[config.mk]
export PLATFORM = sky130hd
export DESIGN_NAME = adc_sample_to_ascii_decimal
export DESIGN_NICKNAME = d
export VERILOG_FILES = /design/src/rtl/adcasc_pkg.sv /design/src/rtl/adc_sample_to_ascii_decimal.sv
export SDC_FILE = /design/constraint.sdc
export NUM_CORES = 1
export LEC_CHECK = 0
export BUFFER_PORTS_ARGS = -buffer_cell sky130_fd_sc_hd__buf_2
export CORE_MARGIN = 2
export CORE_UTILIZATION = 42
export DETAILED_ROUTE_END_ITERATION = 8
export PLACE_DENSITY = 0.6
export SLEW_MARGIN = 20
export SYNTH_ARGS = -nofsm -noshare
export SYNTH_HDL_FRONTEND = slang
export SYNTH_SLANG_ARGS = --single-unit
export TNS_END_PERCENT = 30
[constraint.sdc]
create_clock -name clk -period 7.8 [get_ports clk]
set_input_delay 2.34 -clock clk [delete_from_list [all_inputs] [get_ports clk]]
set_output_delay 2.34 -clock clk [all_outputs]
set_load 0.05 [all_outputs]
[src/rtl/adcasc_pkg.sv]
package adcasc_pkg;

    // field widths
    localparam int SAMPLE_W = 10;
    localparam int REF_W    = 13;
    localparam int ADC_BITS = 10;
    localparam int PROD_W   = SAMPLE_W + REF_W;
    localparam int MV_W     = 14;
    localparam int DIGIT_W  = 4;
    localparam int POS_W    = 3;

    // reset value and saturation limit
    localparam logic [REF_W-1:0] REF_RESET = 13'd5000;
    localparam logic [MV_W-1:0]  MV_LIMIT  = 14'd9999;

    // decimal place weights
    localparam logic [MV_W-1:0] UNIT_THOUSANDS = 14'd1000;
    localparam logic [MV_W-1:0] UNIT_HUNDREDS  = 14'd100;
    localparam logic [MV_W-1:0] UNIT_TENS      = 14'd10;

    // character codes
    localparam logic [7:0] ASCII_ZERO = 8'h30;
    localparam logic [7:0] ASCII_DOT  = 8'h2E;
    localparam logic [7:0] ASCII_CR   = 8'h0D;

    // byte positions within one sample's text
    localparam logic [POS_W-1:0] POS_HUNDREDS = 3'd0;
    localparam logic [POS_W-1:0] POS_TENS     = 3'd1;
    localparam logic [POS_W-1:0] POS_UNITS    = 3'd2;
    localparam logic [POS_W-1:0] POS_DOT      = 3'd3;
    localparam logic [POS_W-1:0] POS_FRAC     = 3'd4;
    localparam logic [POS_W-1:0] POS_CR       = 3'd5;

    // millivolt digits, thousands down to ones
    typedef struct packed {
        logic [DIGIT_W-1:0] d3;
        logic [DIGIT_W-1:0] d2;
        logic [DIGIT_W-1:0] d1;
        logic [DIGIT_W-1:0] d0;
    } digits_t;

    // one decimal digit by parallel compares, value below ten units
    function automatic logic [DIGIT_W-1:0] digit_at(input logic [MV_W-1:0] v,
                                                   input logic [MV_W-1:0] unit);
        logic [DIGIT_W-1:0] d;
        d = '0;
        for (int k = 1; k < 10; k++) begin
            if (32'(v) >= 32'(unit) * 32'(k)) begin
                d = DIGIT_W'(k);
            end
        end
        return d;
    endfunction

    // remainder after taking out one digit
    function automatic logic [MV_W-1:0] strip_digit(input logic [MV_W-1:0] v,
                                                    input logic [DIGIT_W-1:0] d,
                                                    input logic [MV_W-1:0] unit);
        return MV_W'(32'(v) - 32'(d) * 32'(unit));
    endfunction

    // ascii character of one digit
    function automatic logic [7:0] to_ascii(input logic [DIGIT_W-1:0] d);
        return ASCII_ZERO | {4'b0000, d};
    endfunction

endpackage

[src/rtl/adc_sample_to_ascii_decimal.sv]
// path: an accepted sample passes stages s1 to s5, the serializer and then the output register
// throughput: one text byte per cycle while text_stall is low; each sample gives four to six
//   bytes, so the byte serializer feeding the output register sets the sample rate
// five pipeline stages (multiply, scale, three digit stages) accept one sample a cycle while sample_stall is low
// reset: async active low, empties all stages, the reference register returns to 5000
module adc_sample_to_ascii_decimal (
    input  logic                            clk,
    input  logic                            rst_n,
    input  logic                            ref_millivolts_we,
    input  logic [adcasc_pkg::REF_W-1:0]    ref_millivolts,
    input  logic                            sample_valid,
    output logic                            sample_stall,
    input  logic [adcasc_pkg::SAMPLE_W-1:0] adc_sample,
    output logic                            text_valid,
    input  logic                            text_stall,
    output logic [7:0]                      text_byte,
    output logic                            last_byte
);
    import adcasc_pkg::*;

    logic [REF_W-1:0]   ref_reg;

    logic               s1_valid_reg;
    logic [PROD_W-1:0]  s1_prod_reg;
    logic               s2_valid_reg;
    logic [MV_W-1:0]    s2_mv_reg;
    logic               s3_valid_reg;
    logic [DIGIT_W-1:0] s3_d3_reg;
    logic [MV_W-1:0]    s3_rem_reg;
    logic               s4_valid_reg;
    logic [DIGIT_W-1:0] s4_d3_reg;
    logic [DIGIT_W-1:0] s4_d2_reg;
    logic [MV_W-1:0]    s4_rem_reg;
    logic               s5_valid_reg;
    digits_t            s5_digits_reg;

    logic               ser_valid_reg;
    digits_t            ser_digits_reg;
    logic [POS_W-1:0]   ser_pos_reg;

    logic               text_valid_reg;
    logic [7:0]         text_byte_reg;
    logic               last_byte_reg;

    logic               s1_ready;
    logic               s2_ready;
    logic               s3_ready;
    logic               s4_ready;
    logic               s5_ready;
    logic               ser_ready;
    logic               out_ready;
    logic               ser_emit;
    logic               ser_done;
    logic               ser_load;

    logic [PROD_W-1:0]  scaled;
    logic [MV_W-1:0]    mv_next;
    logic [DIGIT_W-1:0] d3_next;
    logic [DIGIT_W-1:0] d2_next;
    logic [DIGIT_W-1:0] d1_next;
    logic [MV_W-1:0]    rem4_ones;
    logic [POS_W-1:0]   start_pos;
    logic [7:0]         byte_next;

    // reference register
    always_ff @(posedge clk or negedge rst_n)
    begin
        if (!rst_n)
        begin
            ref_reg <= REF_RESET;
        end
        else if (ref_millivolts_we)
        begin
            ref_reg <= ref_millivolts;
        end
    end

    // backpressure chain, a stage moves when it is empty or its successor takes it
    assign out_ready = !text_valid_reg || !text_stall;
    assign ser_emit  = ser_valid_reg && out_ready;
    assign ser_done  = ser_emit && (ser_pos_reg == POS_CR);
    assign ser_ready = !ser_valid_reg || ser_done;
    assign s5_ready  = !s5_valid_reg || ser_ready;
    assign s4_ready  = !s4_valid_reg || s5_ready;
    assign s3_ready  = !s3_valid_reg || s4_ready;
    assign s2_ready  = !s2_valid_reg || s3_ready;
    assign s1_ready  = !s1_valid_reg || s2_ready;
    assign sample_stall = !s1_ready;
    assign ser_load  = s5_valid_reg && ser_ready;

    // scale and saturate
    always_comb
    begin
        scaled = s1_prod_reg >> ADC_BITS;
        if (scaled > PROD_W'(MV_LIMIT))
        begin
            mv_next = MV_LIMIT;
        end
        else
        begin
            mv_next = scaled[MV_W-1:0];
        end
    end

    // digit extraction
    assign d3_next   = digit_at(s2_mv_reg, UNIT_THOUSANDS);
    assign d2_next   = digit_at(s3_rem_reg, UNIT_HUNDREDS);
    assign d1_next   = digit_at(s4_rem_reg, UNIT_TENS);
    assign rem4_ones = strip_digit(s4_rem_reg, d1_next, UNIT_TENS);

    // pipeline valid bits
    always_ff @(posedge clk or negedge rst_n)
    begin
        if (!rst_n)
        begin
            s1_valid_reg <= 1'b0;
            s2_valid_reg <= 1'b0;
            s3_valid_reg <= 1'b0;
            s4_valid_reg <= 1'b0;
            s5_valid_reg <= 1'b0;
        end
        else
        begin
            if (s1_ready)
            begin
                s1_valid_reg <= sample_valid;
            end
            if (s2_ready)
            begin
                s2_valid_reg <= s1_valid_reg;
            end
            if (s3_ready)
            begin
                s3_valid_reg <= s2_valid_reg;
            end
            if (s4_ready)
            begin
                s4_valid_reg <= s3_valid_reg;
            end
            if (s5_ready)
            begin
                s5_valid_reg <= s4_valid_reg;
            end
        end
    end

    // pipeline payload
    always_ff @(posedge clk)
    begin
        if (s1_ready && sample_valid)
        begin
            s1_prod_reg <= PROD_W'(adc_sample) * PROD_W'(ref_reg);
        end
        if (s2_ready && s1_valid_reg)
        begin
            s2_mv_reg <= mv_next;
        end
        if (s3_ready && s2_valid_reg)
        begin
            s3_d3_reg  <= d3_next;
            s3_rem_reg <= strip_digit(s2_mv_reg, d3_next, UNIT_THOUSANDS);
        end
        if (s4_ready && s3_valid_reg)
        begin
            s4_d3_reg  <= s3_d3_reg;
            s4_d2_reg  <= d2_next;
            s4_rem_reg <= strip_digit(s3_rem_reg, d2_next, UNIT_HUNDREDS);
        end
        if (s5_ready && s4_valid_reg)
        begin
            s5_digits_reg.d3 <= s4_d3_reg;
            s5_digits_reg.d2 <= s4_d2_reg;
            s5_digits_reg.d1 <= d1_next;
            s5_digits_reg.d0 <= rem4_ones[DIGIT_W-1:0];
        end
    end

    // first byte position, leading zeros dropped but one integer digit kept
    always_comb
    begin
        if (s5_digits_reg.d3 != '0)
        begin
            start_pos = POS_HUNDREDS;
        end
        else if (s5_digits_reg.d2 != '0)
        begin
            start_pos = POS_TENS;
        end
        else
        begin
            start_pos = POS_UNITS;
        end
    end

    // serializer control
    always_ff @(posedge clk or negedge rst_n)
    begin
        if (!rst_n)
        begin
            ser_valid_reg <= 1'b0;
            ser_pos_reg   <= POS_HUNDREDS;
        end
        else if (ser_load)
        begin
            ser_valid_reg <= 1'b1;
            ser_pos_reg   <= start_pos;
        end
        else if (ser_done)
        begin
            ser_valid_reg <= 1'b0;
        end
        else if (ser_emit)
        begin
            ser_pos_reg <= ser_pos_reg + 1'b1;
        end
    end

    // serializer digits
    always_ff @(posedge clk)
    begin
        if (ser_load)
        begin
            ser_digits_reg <= s5_digits_reg;
        end
    end

    // byte select
    always_comb
    begin
        unique case (ser_pos_reg)
            POS_HUNDREDS: byte_next = to_ascii(ser_digits_reg.d3);
            POS_TENS:     byte_next = to_ascii(ser_digits_reg.d2);
            POS_UNITS:    byte_next = to_ascii(ser_digits_reg.d1);
            POS_DOT:      byte_next = ASCII_DOT;
            POS_FRAC:     byte_next = to_ascii(ser_digits_reg.d0);
            POS_CR:       byte_next = ASCII_CR;
            default:      byte_next = ASCII_CR;
        endcase
    end

    // output register
    always_ff @(posedge clk or negedge rst_n)
    begin
        if (!rst_n)
        begin
            text_valid_reg <= 1'b0;
        end
        else if (out_ready)
        begin
            text_valid_reg <= ser_valid_reg;
        end
    end

    always_ff @(posedge clk)
    begin
        if (ser_emit)
        begin
            text_byte_reg <= byte_next;
            last_byte_reg <= (ser_pos_reg == POS_CR);
        end
    end

    assign text_valid = text_valid_reg;
    assign text_byte  = text_byte_reg;
    assign last_byte  = last_byte_reg;

endmodule

Word-level counts from Yosys, hierarchy flattened

Cells that the tools add are included.

Output and inout port bits: 11
Input bits: 28
RAM bits: 0
Memories: 0
Latch bits: 0
Flip-flop bits (word level): 141
Bits in read-only memories: 0

Reductions and logical operators: 30
$lt $le $gt $ge: 28
$add $sub $neg: 4
Div/mod/pow operators: 0
Multiply operators: 4
Multiplexer cells: 36
Eq/ne operators: 6
Shifts and indexed selects: 0
Bitwise operators: 0

Operator list:

| kind                                                  | count |
|---|---|
| 2-to-1 mux 4 bit                                      | 18 |
| >= comparator 14 x 10 -> 1 bit, second input constant | 5 |
| >= comparator 14 x 13 -> 1 bit, second input constant | 4 |
| >= comparator 14 x 7 -> 1 bit, second input constant  | 4 |
| >= comparator 14 x 6 -> 1 bit, second input constant  | 3 |
| >= comparator 14 x 9 -> 1 bit, second input constant  | 3 |
| one-hot mux 6 bit (5 select lines)                    | 1 |
| >= comparator 14 x 12 -> 1 bit, second input constant | 2 |
| >= comparator 14 x 5 -> 1 bit, second input constant  | 2 |
| multiplier 10 x 13 -> 23 bit                          | 1 |
| 2-to-1 mux 3 bit                                      | 7 |
| >= comparator 14 x 11 -> 1 bit, second input constant | 1 |
| >= comparator 14 bit, second input constant           | 1 |
| >= comparator 14 x 4 -> 1 bit, second input constant  | 1 |
| >= comparator 14 x 8 -> 1 bit, second input constant  | 1 |
| > comparator 13 x 14 -> 1 bit, second input constant  | 1 |
| 2-to-1 mux 14 bit                                     | 1 |
| subtractor 14 x 11 -> 14 bit                          | 1 |
| subtractor 14 bit                                     | 1 |
| multiplier 4 x 7 -> 11 bit, second input constant     | 1 |
| logical NOT 1 bit                                     | 9 |
| multiplier 4 x 5 -> 9 bit, second input constant      | 1 |
| logical AND 1 bit                                     | 8 |
| 2-to-1 mux 2 bit                                      | 4 |
| 13 further kinds                                      | 27 |

Longest topological paths before layout

Depth after elaboration: 12
Mapped depth: 23
Gate-level depth less buffers: 22

Worst setup path before layout

Ideal clock, no wire load.

Kind: input -> register
Start point: input port adc_sample[9] (netlist name)
End point: register s1_prod_reg[22] (data pin)
Arrival: 6882 ps
Stages on the path: 15
Buffers on the path: 1
Required time: 7534 ps
Setup slack: 652 ps
Path through: clkbuf_1 nand2_1 fa_1 fa_1 inv_1 fa_1 fa_1 fa_1 ha_1 and3_1 a221o_1 a22o_4 o22ai_4 o311a_1 o211ai_2

Word-level cells in the longest chain between the ends: 1

RTL lines:

| element                      | line                               | RTL |
|---|---|---|
| start: declaration           | adc_sample_to_ascii_decimal.sv:13  | `input logic [adcasc_pkg::SAMPLE_W-1:0] adc_sample,` |
| multiplier 10 x 13 -> 23 bit | adc_sample_to_ascii_decimal.sv:152 | `s1_prod_reg <= PROD_W'(adc_sample) * PROD_W'(ref_reg);` |
| end signal: assignment       | adc_sample_to_ascii_decimal.sv:152 |  |
| end: declaration             | adc_sample_to_ascii_decimal.sv:24  | `logic [PROD_W-1:0] s1_prod_reg;` |

No other way between the ends.
A chain may end at the register's enable or synchronous reset.

Worst setup path after layout

Same ends and word-level chain as after synthesis.

==> out/metrics.yaml <==
sta:
  finalMaxSlewViolations: 0
  period_share: 0.895
  worst_pin_slew_ns: 0.978
  clock.fmax_mhz: 143
  rsz0062_at_grt: "false"
  min_period_ns: 6.98
  tns_ns: 0
  setup_viol: 0
  slew-limit-headroom: 0.348
  hold_violations: 0
  skew_ns: 0.0157
worst_setup_path:
  critical_path.startpoint: "adc_sample[9]"
  cpMostUsedCell: "fa_1"
  worstPathRequired_ns: 7.96
  worstSetupEndpointType: "flop"
  path_max_fanout: 13
  timing.rr.end: "s1_prod_reg[22]"
  endpoint: "s1_prod_reg[22]"
  reg2regPathDepth: 15
  slowest_stage: "fa_1"
  r2r_slack_ns: 2.30
  critPathKind: "in2reg"
  cpPeakStageDelay_ns: 0.54
  r2r_start: "ref_reg[4]"
  startpoint_type: "primary input"
  arrival_ns: 7.13
  crit_chain: "buf_2, and2_1, fa_1, inv_1, fa_1, fa_1, fa_1, inv_1, fa_1, ha_1, and4_4, a21oi_2, or4b_4, o22ai_4, o311a_1, o211ai_2"
global_routing:
  grt_overflow: 0
  grt_pass1_vias: 6918
  grt_max_degree: 24
  grt.total_usage: 0.155
  antenna_found_initial: 0
  grt_pass1_wl_mm: 32.9
detailed_routing:
  drt_iter0_markers: 516
  drt-vias-per-instance: 5.17
  routed_wl_mm: 19.3
  detailedRoute.firstPassIterationCount: 7
  drc: 0
  ant_nets: 0
  vias: 6974
  wl_per_cell_um: 14.3
synth:
  yosys_warnings: 0
  synthXorXnorAreaFrac: 0.0311
  synthSimpleGateAreaFrac: 0.144
  yosys.area_share.adder: 0.297
  synth_compound_area_frac: 0.0935
  synth_area_per_cell_um2: 10.7
  synth_edf_count: 105
  yosysUniqueCellTypes: 68
  synthMuxAreaShare: 0.0148
  ys_seq_area_frac: 0.353
  synth-seq-cells: 128
  syn_inst: 991
  synthFlopType: "edfxtp_1"
  syn-cell-area_um2: 10600
  synth_top_family_by_area: "adder cells"
  async_reset_ff_frac: 0.180
run_status:
  status: "finished, final reports clean"
layout:
  final_common_cell: "inv_1"
  num_antenna_cells: 0
  finalNetCount: 1230
  drive_above_1_share: 0.103
  mostFrequentLayoutCells: "inv_1 (144), edfxtp_1 (105), ha_1 (102), fa_1 (93), nand2_1 (90)"
  finalInstanceArea_um2: 11600
  syn_to_final_growth_pct: 9.96
clocking:
  ctsHoldBuffers: 0
  cts_resized: 0
  cts.path.max_buffers: 2
  post-cts-setup-buffers: 0
  cts.sinks: 128
  cts_buffers: 17
  path_clk_slew_ns: 0.06
  root_buffer: "clkbuf_16"
  tritoncts: "built"
  htreeDepth: 4
  clkLatencyLatePin_ns: 0.43
hold_path:
  hp-start: "s4_rem_reg[0]"
  holdCritPathClass: "reg2reg"
place:
  place_area_um2: 11000
  port_buffers: 36
  place_congestion: 0.773
  dp_hpwl_mm: 14.9
die:
  dieWidth_um: 163
  coreArea_um2: 25000
  num_rows: 58
  die_h_um: 163
  boundaryPins: 39
  start_util: 0.424
  die_area_um2: 26500
power:
  power_mw: 4.34
  power.leakage_nw: 5.05
  ir_worst_vdd_mv: 0.224
  power_density_nw_per_um2: 373
flow_run:
  drv_cap: 0
-- synth_stat cells, drive strengths merged, types with 4 or more instances --
| library cell | count | share of area |
|---|---|---|
| nor2b | 13 | 0.0077 |
| o21ai | 28 | 0.014 |
| and3 | 4 | 0.0025 |
| dfrtp | 18 | 0.043 |
| nor2 | 31 | 0.011 |
| o21bai | 5 | 0.0035 |
| a211oi | 5 | 0.0035 |
| nor3 | 15 | 0.0071 |
| a21o | 12 | 0.0085 |
| nand3 | 12 | 0.0057 |
| mux2 | 13 | 0.014 |
| xor2 | 17 | 0.014 |
| nand2b | 11 | 0.0065 |
| ha | 102 | 0.12 |
| nor3b | 4 | 0.0028 |
| dfstp | 5 | 0.012 |
| edfxtp | 105 | 0.30 |
| xnor2 | 18 | 0.015 |
| a222oi | 4 | 0.0038 |
| clkbuf | 35 | 0.012 |
| o211ai | 12 | 0.0090 |
| or2 | 5 | 0.0030 |
| nand4 | 7 | 0.0041 |
| nor4 | 7 | 0.0041 |
| fa | 93 | 0.18 |
| o311ai | 4 | 0.0033 |
| o31ai | 4 | 0.0028 |
| or3 | 5 | 0.0030 |
| buf | 5 | 0.0028 |
| nand2 | 90 | 0.032 |
| and2 | 73 | 0.043 |
| a31oi | 8 | 0.0047 |
| inv | 144 | 0.051 |
| a21oi | 36 | 0.018 |
| o21a | 4 | 0.0028 |
-- critical path: cells and delay by family --
family          cells  cell delay [ns]
simple gates        3             0.88
fa+ha+maj           6             2.93
compound gates      4             0.69
buf+inv             3             0.28
-- how the worst min path moves through the flow --
stage	endpoint	slack [ns]	depth (start not counted)
after CTS	s5_digits_reg[0]	0.42	0
final	s5_digits_reg[0]	0.41	0
after detailed placement	s5_digits_reg[11]	0.40	0
after floorplan	s2_mv_reg[0]	0.40	0
after global placement	s5_digits_reg[0]	0.40	0
after global routing	s5_digits_reg[0]	0.42	0
-- routing by layer --
metal / GRT usage / part of all wire / wire length (um)
met2: 0.254 / 0.48 / 9330
met5: 0 / 0 / 0
met1: 0.211 / 0.48 / 9270
met3: 0.0247 / 0.021 / 414
met4: 0.0463 / 0.014 / 261
-- final cells by class --
type	instances	area, um^2
clock buffer	17	425
clock inverter	15	190
fill	2380	13300
inverter	144	541
multi-input combinational	680	6140
sequential	128	3730
tap	330	413
timing repair buffer	36	180
-- power breakdown --
group | switching [mW] | leakage, nW | internal, mW
Sequential | 0.0817 | 1.18 | 0.987
Combinational | 1.36 | 3.57 | 1.09
Clock | 0.340 | 0.300 | 0.488
Total | 1.78 | 5.05 | 2.56
-- cells by family after synthesis --
logic type               Yosys count
AO/OA/AOI/OAI                    143
buffers and inverters            184
XOR/XNOR                          36
flip-flops                       128
multiplexers                      14
AND/OR/NAND/NOR                  290
adder cells (fa/ha/maj)          195
other                              1
-- per-stage QoR --
stage	cells	hold slack (ns)	utilization	worst slack, ns
detailed placement	1318	0.405	0.441	0.376
CTS	1350	0.415	0.466	0.802
global route	1350	0.419	0.466	0.626
global placement	1318	0.401	0.441	0.406
finish	1350	0.412	0.466	0.822
floorplan	992	0.400	-	0.652
Note: power is estimated with default switching activity, not from simulation.
